--- src/tfp_cross.sv ---
`default_nettype none
module tfp_cross #(
	parameter int FRAC = 14
) (
	input  logic                   clk,
	input  logic                   en,
	input  logic signed [FRAC+1:0] a [3],
	input  logic signed [FRAC+1:0] b [3],
	output logic signed [FRAC+1:0] o [3]
);
	localparam int CWD = FRAC + 2;
	localparam int PW = 2 * CWD;
	localparam int DW = PW + 1;
	localparam logic [DW:0] HALF = (DW+1)'(1) << (FRAC - 1);
	localparam logic [DW:0] ONE = (DW+1)'(1) << FRAC;

	logic signed [PW-1:0]  prod_s1 [6];
	logic signed [DW-1:0]  diff_s2 [3];
	logic [DW-1:0]         mag_s3 [3];
	logic [2:0]            neg_s3;
	logic [DW:0]           rnd_c [3];
	logic [FRAC:0]         clip_c [3];
	logic signed [CWD-1:0] res_s4 [3];

	// round half away from zero, then clamp to one
	always_comb begin
		for (int i = 0; i < 3; i++) begin
			rnd_c[i] = ({1'b0, mag_s3[i]} + HALF) >> FRAC;
			clip_c[i] = (rnd_c[i] > ONE) ? ONE[FRAC:0] : rnd_c[i][FRAC:0];
		end
	end

	always_ff @(posedge clk) begin
		if (en) begin
			prod_s1[0] <= a[1] * b[2];
			prod_s1[1] <= a[2] * b[1];
			prod_s1[2] <= a[2] * b[0];
			prod_s1[3] <= a[0] * b[2];
			prod_s1[4] <= a[0] * b[1];
			prod_s1[5] <= a[1] * b[0];
			for (int i = 0; i < 3; i++) begin
				diff_s2[i] <= DW'(prod_s1[2*i]) - DW'(prod_s1[2*i+1]);
				neg_s3[i] <= diff_s2[i][DW-1];
				mag_s3[i] <= diff_s2[i][DW-1] ? unsigned'(-diff_s2[i]) : unsigned'(diff_s2[i]);
				res_s4[i] <= neg_s3[i] ? -$signed({1'b0, clip_c[i]}) : $signed({1'b0, clip_c[i]});
			end
		end
	end

	assign o = res_s4;

endmodule
`default_nettype wire

--- config.mk ---
export PLATFORM = sky130hd
export DESIGN_NAME = tfp_cross
export DESIGN_NICKNAME = d
export VERILOG_FILES = /design/src/tfp_cross.sv
export SDC_FILE = /design/constraint.sdc
export NUM_CORES = 2
export LEC_CHECK = 0
export ABC_CLOCK_PERIOD_IN_PS = 8100
export BUFFER_PORTS_ARGS = -buffer_cell sky130_fd_sc_hd__buf_2
export CAP_MARGIN = 20
export CORE_ASPECT_RATIO = 0.5
export CORE_MARGIN = 1
export CORE_UTILIZATION = 40
export DETAILED_ROUTE_END_ITERATION = 8
export GPL_ROUTABILITY_DRIVEN = 0
export HOLD_SLACK_MARGIN = 0.03
export SLEW_MARGIN = 20
export SYNTH_ARGS = -nofsm -noshare
export SYNTH_HDL_FRONTEND = slang
export SYNTH_SLANG_ARGS = --single-unit
--- constraint.sdc ---
create_clock -name clk -period 8.1 [get_ports clk]
set_input_delay 2.43 -clock clk [delete_from_list [all_inputs] [get_ports clk]]
set_output_delay 2.43 -clock clk [all_outputs]
set_load 0.02 [all_outputs]
* Yosys cells after proc, flatten, opt, wreduce, memory -nomap -nowiden
Memory sizes are Yosys's and may differ from the RTL's. Index checks and enable logic that the tools add are counted. W data, S select, Z words.
Operators by class: $add $sub $neg 12, multipliers 6, order comparisons 3, mux-type cells 11
Operator list (count):
- $mul A16 B16 Y32 | 6
- $add A33 B14 Y34 const B | 3
- $mux W33 | 3
- $neg A33 Y33 | 3
- $sub A32 B32 Y33 | 3
- $mux W15 | 6
- $gt A20 B15 Y1 const B | 3
- $neg A15 Y16 | 3
- $mux W1 | 2
Word-level totals: flip-flop bits (word level) 51, memory bits (writable) 390, output and inout port bits 48, memories 3
Memories:
- prod_s1 | words 6, bits a word 32, rd ports 6, clocked after memory_dff 0, wr ports 6, line 17 | logic signed [PW-1:0] prod_s1 [6];
- diff_s2 | words 3, bits a word 33, rd ports 3, clocked after memory_dff 0, wr ports 3, line 18 | logic signed [DW-1:0] diff_s2 [3];
- mag_s3 | words 3, bits a word 33, rd ports 3, clocked after memory_dff 0, wr ports 3, line 19 | logic [DW-1:0] mag_s3 [3];

* Longest topological paths before layout
An unclocked memory read counts as a cell.
word-level depth 6, gate-level depth with buffers 26, depth with buffers taken out 24

* Worst setup path before layout
No wires, ideal clock.
path type input to register, start point input port a[31] (netlist bit), end point memory prod_s1[0][31] (netlist bit), data pin, setup time 0.268 ns, data arrival time 8.225 ns, path slack -0.393 ns, cell stages on the path 22, cell sequence clkbuf_1 > nand2_1 > inv_1 > fa_1 > fa_1 > fa_1 > fa_1 > fa_1 > inv_1 > fa_1 > inv_1 > ha_1 > clkbuf_1 > nand3_1 > o211ai_1 > o41ai_1 > nand2_1 > o211a_1 > o21a_1 > o21a_1 > o41ai_1 > xnor2_1
RTL lines:
- start: declaration | line 7 | input logic signed [FRAC+1:0] a [3],
- end: declaration | line 17

==> impl_summary.log <==
[metrics] result of the run: complete, no violations
[metrics] clock latency on the worst-skew pair: 0.65 ns
[metrics] clock transition at the register clock pins on the worst setup and hold paths after CTS: 0.06 ns
[metrics] flip-flop cell with the highest count after synthesis: edfxtp_1
[metrics] overall die area: around 0.2 sq mm
[metrics] fraction of registers with async set or reset after synthesis: 0%
[metrics] number of port buffers: 145
[metrics] Syn Nets: 10600
[metrics] post-synth design cell area: ~0.08 sq mm
[metrics] clock buffers created by TritonCTS: 47
[metrics] die height: 318 um
[metrics] total count of hold-check failures in the final report: 0
[metrics] final worst path period need: 8.00 ns
[metrics] cell type with the highest aggregate area in the netlist: fa_1
[metrics] total negative slack for setup checks: 0 ns
[metrics] worst min-delay path category: flop to flop
[metrics] total iterations of the first detailed-routing run: 6
[metrics] required time of the critical path: 8.49 ns
[metrics] peak clock frequency supported by timing: 125 MHz
[metrics] top area cells in the synthesized netlist: fa_1 40%, edfxtp_1 15%, ha_1 9.3%
[metrics] data arrival at the endpoint of the critical path: approximately 8.4 ns
[metrics] commonest non-fill, non-tap cells in the layout: 1891 x inv_1, 1555 x fa_1, 867 x nand2_1, 845 x buf_4, 751 x and2_1
[metrics] Clock Root Buffer: clkbuf_16
[metrics] number of remaining DRC errors: 0
[metrics] end of the worst register-to-register path: o[6]
[metrics] reg-to-reg critical path startpoint: mag_s3[0][79]
[metrics] Avg Cell Area, Syn: 9.61 sq um
[metrics] hold path endpoint: mag_s3[0][13]
[metrics] detailed-route via count: between 50000 and 60000
[metrics] Iteration-0 DRC Markers: ~4300
[metrics] I/O Pins: 146
[metrics] number of distinct library cell variants in the gate-level netlist after synthesis: 79
[metrics] number of inserted filler cells in the final layout: ~19000
[metrics] Global Route Usage Sum: 22.2%
[metrics] floorplan row count: roughly 120
[metrics] worst setup path category: primary input to flop
[metrics] number of instances in the synthesized netlist: slightly above 8000
[metrics] Slew Viols, Final: 0
[metrics] largest buffer count on any clock path: 3
[metrics] cell with the largest stage delay on the worst path: fa_1
[metrics] clock skew: 0.0290 ns
[metrics] endpoint kind of the worst setup timing path: flop
[metrics] via count of the first global-routing pass: roughly 60000
[metrics] sequential cell area in the final layout: about 0.012 sq mm
[metrics] antenna violations before repair: 31
[metrics] TritonCTS clock tree: done
[metrics] Worst Setup Start Kind: primary input
[metrics] critical path, cell by cell: clkbuf_4 > inv_1 > buf_12 > buf_4 > nor2_1 > fa_1 > fa_1 > fa_1 > fa_1 > fa_1 > inv_1 > fa_1 > inv_1 > ha_1 > buf_4 > and3_1 > nor3_1 > a21oi_1 > a2111oi_4 > nor3_2 > a221oi_2 > o21bai_1 > xnor2_1
[metrics] Final Net Count: 11300
[metrics] Die X-Extent: approximately 630 um
[metrics] Hold-fix buffers, CTS: 0
[metrics] slew at the pin closest to its max-slew limit: 1.03 ns
[metrics] antenna-violating nets left: 0
[metrics] pin count of the biggest net entering global routing: 172
[metrics] Tcrit/Tclk final: 98.8%
[metrics] Relative slew margins: 31.2%
[metrics] count of warnings emitted by yosys: 0
[metrics] Maximum Capacitance Violations: 0
[metrics] fraction of final layout cells with drive strength greater than 1: 13.9%
[metrics] # clock sinks: 402
[metrics] total stage count of the critical path: 23
[metrics] cell family contributing the most delay on the critical path: adder cells
[metrics] first-pass GRT wire length: 345000 um
[metrics] flip-flop and latch count after synthesis: 402
[metrics] most frequent CP cell: fa_1
[metrics] grt total ovfl: 0
[metrics] RSZ-0062 raised after global routing: yes
[metrics] number of levels in the clock H-tree: 2
[metrics] CP peak stage delay: 0.54 ns
[metrics] FF-to-FF path depth: 14
[metrics] average wire per cell in the routed design: 18.5 um
[metrics] share of Yosys cell area claimed by the top area cell type: roughly 40%
[metrics] Routed WL: 218000 um
[metrics] Hold Startpoint: diff_s2[0][13]
[metrics] setup slack of the most critical reg-to-reg path: 3.81 ns
[metrics] number of stages on the worst hold path: 1
[metrics] Bufs and invs on worst path: 7
[metrics] number of flops mapped to enable cells by yosys: between 400 and 500
[metrics] most frequent standard cell in the layout excluding fill and tap cells: inv_1
[metrics] multi-input logic area: ~0.060 sq mm
[metrics] fraction of the yosys area taken by sequential cells: ~15%
[metrics] DP Wirelength: ~190000 um
[metrics] initial standard-cell utilization of the core: 40.4%
[metrics] number of setup violations in the final report: 0
[metrics] average vias per placed instance: around 5
[metrics] area of the placeable core: 0.197 sq mm
[metrics] area delta synth->final: 16.1%
[metrics] Critical Path Fanout Max: 5
[state kept, by name, indices dropped and copies added (netlist names)]
name / count
diff_s2: 99
neg_s3: 3
mag_s3: 60
prod_s1: 192
o: 48
[synthesized netlist by cell type, types with 8 or more instances]
| library cell | count |
|---|---|
| or3_1 | 22 |
| nand4_1 | 32 |
| and3_1 | 44 |
| a211o_1 | 15 |
| xnor2_1 | 317 |
| a21oi_1 | 226 |
| xor2_1 | 96 |
| o41ai_1 | 12 |
| a31oi_1 | 33 |
| o21bai_1 | 29 |
| edfxtp_1 | 402 |
| o31a_1 | 10 |
| o211ai_1 | 19 |
| a2111oi_0 | 8 |
| a211oi_1 | 37 |
| and2_1 | 753 |
| fa_1 | 1575 |
| nand3_1 | 62 |
| nor3_1 | 57 |
| o2111ai_1 | 9 |
| a31o_2 | 10 |
| inv_1 | 1891 |
| o31ai_1 | 26 |
| nand2_1 | 872 |
| clkbuf_1 | 326 |
| nor2_1 | 250 |
| nor3b_1 | 9 |
| nor2b_1 | 32 |
| a21o_1 | 95 |
| o21a_1 | 44 |
| or4_1 | 12 |
| mux2i_1 | 8 |
| nand2b_1 | 68 |
| or2_2 | 14 |
| nor4_1 | 21 |
| o22ai_1 | 8 |
| ha_1 | 594 |
| o21ai_0 | 159 |
[stage by stage]
stage / instances / setup slack [ns] / hold WS, ns / utilization (%) / cell area [sq um]
global route: 11700 / -0.0545 / 0.584 / 46.9 / 92600
floorplan: 8296 / -0.0489 / 0.446 / - / 79800
detailed placement: 11600 / -1.13 / 0.560 / 45.7 / 90200
global placement: 11600 / -1.13 / 0.547 / 45.7 / 90200
finish: 11800 / 0.0990 / 0.569 / 46.9 / 92600
CTS: 11700 / -0.0235 / 0.571 / 46.6 / 91900
[what timing repair did]
action	CTS	global route
gates resized for setup	8	140
pin swaps	1	40
setup endpoints to repair	7	41
gates cloned	0	2
buffers inserted	0	11
[cells by family (layout without fill, tap and decap cells)]
group,after synthesis,after routing,synth area share (%)
compound gates,801,801,6.52
xor+xnor,413,413,4.54
fa+ha+maj,2169,2169,48.9
buf+inv,2220,3034,10.5
flops,402,402,15.1
mux,11,11,0.143
other cells,0,8,0
simple gates,2280,2280,14.3
[cell type report]
cell class / count / share of cell area, %
repair buffers: 1057 / 9.30
multi-input cells: 5674 / 64.6
well taps: 2632 / 3.56
inverters: 1891 / 7.66
clock inverters: 37 / 0.515
clock buffers: 49 / 1.30
flip-flops and latches: 402 / 13.0
diodes: 8 / 0.0216
[how the worst max path moves through the flow]
stage	endpoint	slack, ns	start
global placement	prod_s1[3][31]	-1.13	a[39]
global route	prod_s1[3][31]	-0.05	b[9]
detailed placement	prod_s1[3][31]	-1.13	a[46]
floorplan	prod_s1[0][31]	-0.05	a[31]
finish	prod_s1[3][31]	0.1	b[15]
CTS	prod_s1[3][31]	-0.02	a[46]
[layer usage]
metal	GRT usage, %	wire, um	part of all wire (%)	vias to the layer above
met5	0	52	0.024	-
li1	-	-	-	26900
met2	34.2	96300	44	1399
met1	33.1	100000	46	29700
met4	3.78	3890	1.8	8
met3	3.93	17000	7.8	189
Power is left out: the tool's default activity adds up to more than one toggle a clock period on the data nets, which glitch-free logic cannot reach.
